**config.mk**
```make
export PLATFORM = sky130hd
export DESIGN_NAME = write_bandwidth_hysteresis_switch_unit
export DESIGN_NICKNAME = d
export VERILOG_FILES = /design/src/wbhs_pkg.sv /design/src/write_bandwidth_hysteresis_switch_unit.sv
export SDC_FILE = /design/constraint.sdc
export NUM_CORES = 1
export LEC_CHECK = 0
export ABC_AREA = 1
export BUFFER_PORTS_ARGS = -buffer_cell sky130_fd_sc_hd__buf_2
export CELL_PAD_IN_SITES_DETAIL_PLACEMENT = 2
export CELL_PAD_IN_SITES_GLOBAL_PLACEMENT = 2
export CORE_MARGIN = 2
export CORE_UTILIZATION = 35
export DETAILED_ROUTE_END_ITERATION = 16
export PLACE_DENSITY_LB_ADDON = 0.08
export RECOVER_POWER = 100
export SYNTH_ARGS = -nofsm -noshare
export SYNTH_HDL_FRONTEND = slang
export SYNTH_SLANG_ARGS = --single-unit
```
**constraint.sdc**
```tcl
create_clock -name clk -period 5.17 [get_ports clk]
set_input_delay 0.517 -clock clk [delete_from_list [all_inputs] [get_ports clk]]
set_output_delay 0.517 -clock clk [all_outputs]
set_load 0.005 [all_outputs]
```
**src/wbhs_pkg.sv**
```systemverilog
// Shared constants and codes for the write bandwidth hysteresis switch.
`default_nettype none
package wbhs_pkg;

    // Field widths
    localparam int BW_W   = 54;
    localparam int RUN_W  = 16;
    localparam int WORD_W = 32;
    localparam int FUNC_W = 2;
    localparam int CFG_W  = 64;
    localparam int ADDR_W = 5;

    // Item function codes carried on s_tuser
    localparam logic [FUNC_W-1:0] FUNC_SAMPLE = 2'd0;
    localparam logic [FUNC_W-1:0] FUNC_ENABLE = 2'd1;
    localparam logic [FUNC_W-1:0] FUNC_RESET  = 2'd2;

    // Register indexes (byte address = 8 * index)
    localparam logic [1:0] REG_THRESHOLD   = 2'd0;
    localparam logic [1:0] REG_ENABLE_PER  = 2'd1;
    localparam logic [1:0] REG_DISABLE_PER = 2'd2;
    localparam logic [1:0] REG_EXPL_PER    = 2'd3;

    // Register reset values
    localparam logic [BW_W-1:0]  THRESHOLD_RST   = BW_W'(50 * 1024 * 1024);
    localparam logic [RUN_W-1:0] ENABLE_PER_RST  = RUN_W'(3);
    localparam logic [RUN_W-1:0] DISABLE_PER_RST = RUN_W'(5);
    localparam logic [RUN_W-1:0] EXPL_PER_RST    = RUN_W'(60);

    localparam logic [BW_W-1:0]  BW_MAX  = {BW_W{1'b1}};
    localparam logic [RUN_W-1:0] RUN_MAX = {RUN_W{1'b1}};

endpackage
`default_nettype wire

```
**src/write_bandwidth_hysteresis_switch_unit.sv**
```systemverilog
// Top level: bit-serial bandwidth computation and hysteresis switch decision.
//
// Usage:
//   Slave stream (s_tvalid/s_tready) takes one item per transaction:
//   s_tuser carries func (0 sample, 1 explicit enable, 2 reset to off),
//   s_tdata carries written_sectors and elapsed_ms. Master stream
//   (m_tvalid/m_tready) returns exactly one result per item.
//   A sample item runs a shift-and-add multiply by SECTOR_BYTES*1000, one
//   sectors bit per cycle, then a restoring divide by elapsed_ms, one
//   quotient bit per cycle for QW quotient bits (QW = max(55, 32 + bits
//   of SECTOR_BYTES*1000); 55 for the default), then the decision step.
//   Zero elapsed time and non-sample items skip the arithmetic and go
//   straight to the decision step. New items are taken only while idle;
//   once a result is loaded into the output register the unit returns to
//   idle, even while the receiver stalls; the decision step waits only
//   while that register is still full.
//   Reset clears the run counters, the explicit flag and the decision,
//   and loads the register reset values. Registers sit on the APB port
//   at byte addresses 0, 8, 16, 24; pready is always high.
`default_nettype none
module write_bandwidth_hysteresis_switch_unit #(
    parameter int SECTOR_BYTES = 4096
) (
    input  wire logic        clk,
    input  wire logic        rst_n,
    // Slave stream
    input  wire logic        s_tvalid,
    output logic             s_tready,
    input  wire logic [63:0] s_tdata,   // [31:0] written_sectors, [63:32] elapsed_ms
    input  wire logic [1:0]  s_tuser,   // [1:0] func
    // Master stream
    output logic             m_tvalid,
    input  wire logic        m_tready,
    output logic [63:0]      m_tdata,   // [0] booster_on, [1] command_issued,
                                        // [2] explicit_mode, [56:3] bandwidth, rest 0
    // APB configuration port
    input  wire logic        psel,
    input  wire logic        penable,
    input  wire logic        pwrite,
    input  wire logic [4:0]  paddr,
    input  wire logic [63:0] pwdata,
    output logic [63:0]      prdata,
    output logic             pready
);

    localparam int KMUL = SECTOR_BYTES * 1000;
    localparam int KW   = $clog2(KMUL + 1);
    localparam int PW   = 32 + KW;
    localparam int QW   = (PW > wbhs_pkg::BW_W) ? PW : wbhs_pkg::BW_W + 1;
    localparam int CW   = $clog2(QW);
    localparam int BW   = wbhs_pkg::BW_W;
    localparam int RW   = wbhs_pkg::RUN_W;

    typedef enum logic [1:0] {
        ST_IDLE,
        ST_MUL,
        ST_DIV,
        ST_DECIDE
    } state_t;

    // Control and output registers
    state_t            state_reg, state_next;
    logic [CW-1:0]     cnt_reg, cnt_next;
    logic              m_tvalid_reg, m_tvalid_next;
    logic [63:0]       m_tdata_reg, m_tdata_next;
    logic [RW-1:0]     over_reg, over_next;
    logic [RW-1:0]     under_reg, under_next;
    logic              expl_reg, expl_next;
    logic              dec_reg, dec_next;

    // Configuration registers
    logic [BW-1:0]     thr_reg;
    logic [RW-1:0]     en_per_reg;
    logic [RW-1:0]     dis_per_reg;
    logic [RW-1:0]     expl_per_reg;

    // Datapath registers
    logic [1:0]        func_reg, func_next;
    logic              zero_ms_reg, zero_ms_next;
    logic [31:0]       sect_reg, sect_next;
    logic [31:0]       ms_reg, ms_next;
    logic [QW-1:0]     q_reg, q_next;
    logic [31:0]       rem_reg, rem_next;

    logic              cfg_wr;
    logic              out_free;
    logic              in_acc;

    assign pready   = 1'b1;
    assign cfg_wr   = psel & penable & pwrite;
    assign s_tready = (state_reg == ST_IDLE);
    assign in_acc   = s_tvalid & s_tready;
    assign out_free = !m_tvalid_reg || m_tready;
    assign m_tvalid = m_tvalid_reg;
    assign m_tdata  = m_tdata_reg;

    // Register writes
    always_ff @(posedge clk or negedge rst_n)
    begin
        if (!rst_n)
        begin
            thr_reg      <= wbhs_pkg::THRESHOLD_RST;
            en_per_reg   <= wbhs_pkg::ENABLE_PER_RST;
            dis_per_reg  <= wbhs_pkg::DISABLE_PER_RST;
            expl_per_reg <= wbhs_pkg::EXPL_PER_RST;
        end
        else if (cfg_wr)
        begin
            case (paddr[4:3])
                wbhs_pkg::REG_THRESHOLD:   thr_reg      <= pwdata[BW-1:0];
                wbhs_pkg::REG_ENABLE_PER:  en_per_reg   <= pwdata[RW-1:0];
                wbhs_pkg::REG_DISABLE_PER: dis_per_reg  <= pwdata[RW-1:0];
                wbhs_pkg::REG_EXPL_PER:    expl_per_reg <= pwdata[RW-1:0];
                default: ;
            endcase
        end
    end

    // Register reads
    always_comb
    begin
        case (paddr[4:3])
            wbhs_pkg::REG_THRESHOLD:   prdata = {{(64-BW){1'b0}}, thr_reg};
            wbhs_pkg::REG_ENABLE_PER:  prdata = {{(64-RW){1'b0}}, en_per_reg};
            wbhs_pkg::REG_DISABLE_PER: prdata = {{(64-RW){1'b0}}, dis_per_reg};
            wbhs_pkg::REG_EXPL_PER:    prdata = {{(64-RW){1'b0}}, expl_per_reg};
            default:                   prdata = '0;
        endcase
    end

    // Next-state logic: sequencer, multiply/divide steps, decision
    always_comb
    begin
        logic [32:0]    trial;
        logic           fits;
        logic [BW-1:0]  bw;
        logic           ge_thr;
        logic           target;
        logic           cmd;

        state_next    = state_reg;
        cnt_next      = cnt_reg;
        m_tvalid_next = m_tvalid_reg;
        m_tdata_next  = m_tdata_reg;
        over_next     = over_reg;
        under_next    = under_reg;
        expl_next     = expl_reg;
        dec_next      = dec_reg;
        func_next     = func_reg;
        zero_ms_next  = zero_ms_reg;
        sect_next     = sect_reg;
        ms_next       = ms_reg;
        q_next        = q_reg;
        rem_next      = rem_reg;

        trial  = {rem_reg, q_reg[QW-1]};
        fits   = (trial >= {1'b0, ms_reg});
        target = dec_reg;
        cmd    = 1'b0;

        // Quotient clamp to the bandwidth width
        if (zero_ms_reg || (|q_reg[QW-1:BW]))
            bw = wbhs_pkg::BW_MAX;
        else
            bw = q_reg[BW-1:0];
        ge_thr = (bw >= thr_reg);

        if (m_tvalid_reg && m_tready)
            m_tvalid_next = 1'b0;

        case (state_reg)
            ST_IDLE:
            begin
                if (in_acc)
                begin
                    func_next    = s_tuser;
                    sect_next    = s_tdata[31:0];
                    ms_next      = s_tdata[63:32];
                    zero_ms_next = (s_tdata[63:32] == 32'd0);
                    q_next       = '0;
                    rem_next     = '0;
                    cnt_next     = CW'(31);
                    if (s_tuser == wbhs_pkg::FUNC_SAMPLE && s_tdata[63:32] != 32'd0)
                        state_next = ST_MUL;
                    else
                        state_next = ST_DECIDE;
                end
            end

            ST_MUL:
            begin
                // Shift-and-add, sectors MSB first
                q_next    = {q_reg[QW-2:0], 1'b0} + (sect_reg[31] ? QW'(KMUL) : '0);
                sect_next = {sect_reg[30:0], 1'b0};
                cnt_next  = cnt_reg - 1'b1;
                if (cnt_reg == '0)
                begin
                    cnt_next   = CW'(QW - 1);
                    state_next = ST_DIV;
                end
            end

            ST_DIV:
            begin
                // Restoring divide, one quotient bit per cycle
                rem_next = fits ? 32'(trial - {1'b0, ms_reg}) : trial[31:0];
                q_next   = {q_reg[QW-2:0], fits};
                cnt_next = cnt_reg - 1'b1;
                if (cnt_reg == '0)
                    state_next = ST_DECIDE;
            end

            ST_DECIDE:
            begin
                if (out_free)
                begin
                    case (func_reg)
                        wbhs_pkg::FUNC_SAMPLE:
                        begin
                            if (ge_thr)
                            begin
                                over_next  = (over_reg == wbhs_pkg::RUN_MAX) ?
                                             over_reg : over_reg + 1'b1;
                                under_next = '0;
                            end
                            else
                            begin
                                over_next  = '0;
                                under_next = (under_reg == wbhs_pkg::RUN_MAX) ?
                                             under_reg : under_reg + 1'b1;
                            end
                            if (over_next >= en_per_reg)
                                target = 1'b1;
                            if (!expl_reg && under_next >= dis_per_reg)
                                target = 1'b0;
                            if (expl_reg && under_next >= expl_per_reg)
                                target = 1'b0;
                            if (target != dec_reg)
                            begin
                                cmd      = 1'b1;
                                dec_next = target;
                                if (!target)
                                    expl_next = 1'b0;
                            end
                        end
                        wbhs_pkg::FUNC_ENABLE:
                        begin
                            expl_next  = 1'b1;
                            over_next  = '0;
                            under_next = '0;
                            dec_next   = 1'b1;
                            cmd        = 1'b1;
                        end
                        wbhs_pkg::FUNC_RESET:
                        begin
                            expl_next  = 1'b0;
                            over_next  = '0;
                            under_next = '0;
                            dec_next   = 1'b0;
                            cmd        = 1'b1;
                        end
                        default: ;
                    endcase
                    m_tvalid_next = 1'b1;
                    m_tdata_next  = {{(64-BW-3){1'b0}},
                                     (func_reg == wbhs_pkg::FUNC_SAMPLE) ? bw : {BW{1'b0}},
                                     expl_next, cmd, dec_next};
                    state_next    = ST_IDLE;
                end
            end

            default: state_next = ST_IDLE;
        endcase
    end

    // State and registered outputs
    always_ff @(posedge clk or negedge rst_n)
    begin
        if (!rst_n)
        begin
            state_reg    <= ST_IDLE;
            cnt_reg      <= '0;
            m_tvalid_reg <= 1'b0;
            m_tdata_reg  <= '0;
            over_reg     <= '0;
            under_reg    <= '0;
            expl_reg     <= 1'b0;
            dec_reg      <= 1'b0;
        end
        else
        begin
            state_reg    <= state_next;
            cnt_reg      <= cnt_next;
            m_tvalid_reg <= m_tvalid_next;
            m_tdata_reg  <= m_tdata_next;
            over_reg     <= over_next;
            under_reg    <= under_next;
            expl_reg     <= expl_next;
            dec_reg      <= dec_next;
        end
    end

    // Arithmetic datapath
    always_ff @(posedge clk)
    begin
        func_reg    <= func_next;
        zero_ms_reg <= zero_ms_next;
        sect_reg    <= sect_next;
        ms_reg      <= ms_next;
        q_reg       <= q_next;
        rem_reg     <= rem_next;
    end

    // Checks
    a_runs_exclusive: assert property (@(posedge clk) disable iff (!rst_n)
        !(over_reg != '0 && under_reg != '0))
        else $error("over and under run counters both nonzero");

    a_explicit_implies_on: assert property (@(posedge clk) disable iff (!rst_n)
        expl_reg |-> dec_reg)
        else $error("explicit mode set while switch is off");

    a_result_consistent: assert property (@(posedge clk) disable iff (!rst_n)
        m_tvalid_reg |-> !(m_tdata_reg[2] && !m_tdata_reg[0]))
        else $error("result shows explicit mode with booster off");

    a_result_once: assert property (@(posedge clk) disable iff (!rst_n)
        (state_reg == ST_DECIDE && out_free) |=> (state_reg == ST_IDLE && m_tvalid_reg))
        else $error("decision cycle did not produce a result");

endmodule
`default_nettype wire
```
==> flow_metrics.py <==
metrics = {
    "outcome": {
        "status": "complete, but fails checks",
        "violations": "max-capacitance violations, max-slew violations",
    },
    "drt": {
        "drc": 0,
        "dr.pass1.iters": 5,
        "drtIter0Drc": 1008,
        "dr_total_vias": 21379,
        "wl_per_cell_um": 21.12,
        "vias_per_cell": 5.219,
        "wl_um": 86530,
        "antenna_left": 0,
    },
    "worst_hold_path": {
        "hold_path_depth": 1,
        "hold_start": "s_tdata[54]",
        "hp-class": "input pin to flip-flop",
        "hold_end": "ms_reg[22]",
    },
    "critical_path": {
        "crit_chain": "inv_1 > ha_1 > clkbuf_1 > clkinv_1 > clkbuf_1 > o21ai_2 > clkbuf_4",
        "r2r_setup_slack_ns": 0.57,
        "reg2reg_depth": 7,
        "worstSetupPathType": "flip-flop to flip-flop",
        "required_ns": 5.42,
        "setup.worst_path.start_class": "flip-flop",
        "critPathMaxFanout": 48,
        "r2r_start": "state_reg[1]",
        "path_delay_family": "buffers and inverters",
        "r2r_end": "sect_reg[16]",
        "path_buf_inv": 5,
        "worstPathArrival_ns": 4.85,
        "cp_common_cell": "clkbuf_1",
        "cpPeakStageDelay_ns": 1.62,
        "crit_slowest_cell": "clkbuf_1",
        "cp-end-kind": "flip-flop",
    },
    "cts": {
        "holdBufCountCts": 0,
        "cts_setup_buffers": 0,
        "clk_pin_slew_ns": 0.06,
        "cts_sinks": 354,
        "clock_path_buffers": 3,
        "clk_latency_ns": 0.61,
        "clockRootBuffer": "clkbuf_16",
        "cts_buffers": 45,
        "cts_tree": "yes",
        "cts.htree.levels": 2,
        "cts-resized-gates": 0,
    },
    "place": {
        "hpwl_um": 65320,
        "gp_congestion": 0.8804,
        "portBuffers": 241,
    },
    "layout": {
        "final_core_util": 0.4040,
        "final_cell_mix": "nand2_1, inv_1, nor2_1, o21ai_0, dfrtp_1",
        "drive_gt1_frac": 0.09506,
        "nets": 3500,
        "areaGrowthSynthToFinish_pct": 14.28,
        "final_common_cell": "nand2_1",
    },
    "synthesis": {
        "seq_area_frac_synth": 0.4239,
        "yosysWarnings": 0,
        "yosysUniqueCellTypes": 55,
        "synth_ff_type": "dfrtp_1",
        "synth_async_sr_flop_share": 0.5650,
        "synth_area_um2": 22750,
        "synth_area_per_cell_um2": 7.593,
        "synth-seq-cells": 354,
        "synth_edf_count": 154,
        "syn_inst": 2996,
    },
    "global_route": {
        "grt_max_degree": 103,
        "grt_first_pass_wirelength_um": 136100,
        "track_usage": 0.2583,
        "grt_pass1_vias": 23798,
        "gr-total-overflow": 0,
        "antenna_found_initial": 2,
    },
    "floorplan": {
        "die_w_um": 258.9,
        "fp-row-count": 93,
        "core_um2": 64350,
        "initial_utilization": 0.3535,
        "die_h_um": 258.9,
        "die-area_um2": 67050,
        "ios": 273,
    },
    "timing": {
        "fmax_mhz": 217.3,
        "drv_slew": 628,
        "layout_min_cycle_time_ns": 4.603,
        "tightest_slew_ns": 3.910,
        "skew_ns": 0.01980,
        "setup_viol": 0,
        "slew_headroom": -1.607,
        "rsz0062_at_grt": "no",
        "post-route-period-util": 0.8903,
        "hold_violations": 0,
        "tns_ns": 0,
    },
    "power_and_ir_drop": {
        "power.switching_mw": 6.899,
        "p_sw_frac": 0.4610,
        "power.density_nw_per_um2": 575.6,
        "seqPwrFrac": 0.313,
        "clkPwrFrac": 0.218,
        "total_power_mw": 14.96,
        "p_int_mw": 8.064,
        "ir_drop_uv": 254.2,
        "p_leak_nw": 12.71,
        "p_comb_frac": 0.469,
    },
    "run": {
        "max_cap_viol_count": 11,
    },
}
[cells by family (layout without fill, tap and decap cells)]
kind of cell,count (synthesis),count (layout),synth area share
other,2,19,0.0003301
AND/OR/NAND/NOR,1434,1434,0.2690
XOR/XNOR,38,38,0.01463
buffers and inverters,552,780,0.09829
flip-flops,354,354,0.4239
AO/OA/AOI/OAI,461,461,0.1082
adder cells (fa/ha/maj),155,155,0.08558
[cell usage after synthesis, drive strengths merged, types with 11 or more instances]
library cell / number / share of area
clkbuf: 74 / 0.012
nor2: 321 / 0.059
ha: 154 / 0.085
nor4: 12 / 0.0033
nand2: 800 / 0.13
nand3: 182 / 0.041
xor2: 32 / 0.012
nor3: 54 / 0.013
edfxtp: 154 / 0.20
dfrtp: 189 / 0.21
dfstp: 11 / 0.013
a21oi: 172 / 0.039
o21ai: 230 / 0.051
buf: 47 / 0.015
inv: 429 / 0.071
nand4: 46 / 0.013
o22ai: 27 / 0.0074
[final cells by class]
class,count,area (µm²)
fillers,7599,38350
multi-input cells,2106,10930
flip-flops and latches,354,9643
inverters,431,1618
clock buffers,72,1399
repair buffers,265,1222
well taps,855,1070
clock inverters,12,116.4
diodes,1,2.502
[routing by layer]
metal	vias to the layer above	track usage	routed length, µm
met3	111	0.02578	2609
met4	0	0.07209	2232
met5	-	0	0
met1	10807	0.3337	38510
li1	10092	-	-
met2	369	0.4580	43170
[stage by stage]
| stage | setup slack, ns | area, µm² | hold slack (ns) | cells |
|---|---|---|---|---|
| 5_1_grt | 0.01597 | 25990 | 0.09185 | 4095 |
| 6_report | 0.5672 | 26000 | 0.09742 | 4096 |
| 3_5_place_dp | 0.3997 | 24740 | 0.4734 | 4011 |
| 2_1_floorplan | 0.7172 | 22810 | 0.2214 | 3012 |
| 4_1_cts | 0.4326 | 26250 | 0.06541 | 4095 |
| 3_3_place_gp | 0.7037 | 24740 | 0.4664 | 4011 |
[power groups by stage]
stage | logic [mW] | clock network (mW) | registers, mW
CTS | 7.23 | 3.35 | 4.67
detailed placement | 7.15 | 0 | 4.70
global placement | 6.76 | 0 | 4.65
floorplan | 4.75 | 0 | 4.52
global route | 7.94 | 3.43 | 4.79
finish | 7.02 | 3.26 | 4.69
[how the worst max path moves through the flow]
stage / startpoint / endpoint / cells after the start
floorplan: state_reg[0] / cnt_reg[1] / 10
global route: q_reg[54] / m_tdata[1] / 28
detailed placement: q_reg[54] / m_tdata[1] / 30
CTS: q_reg[54] / m_tdata[1] / 30
global placement: q_reg[54] / m_tdata[1] / 31
finish: state_reg[1] / sect_reg[16] / 7
(Power assumes the default switching activity.)
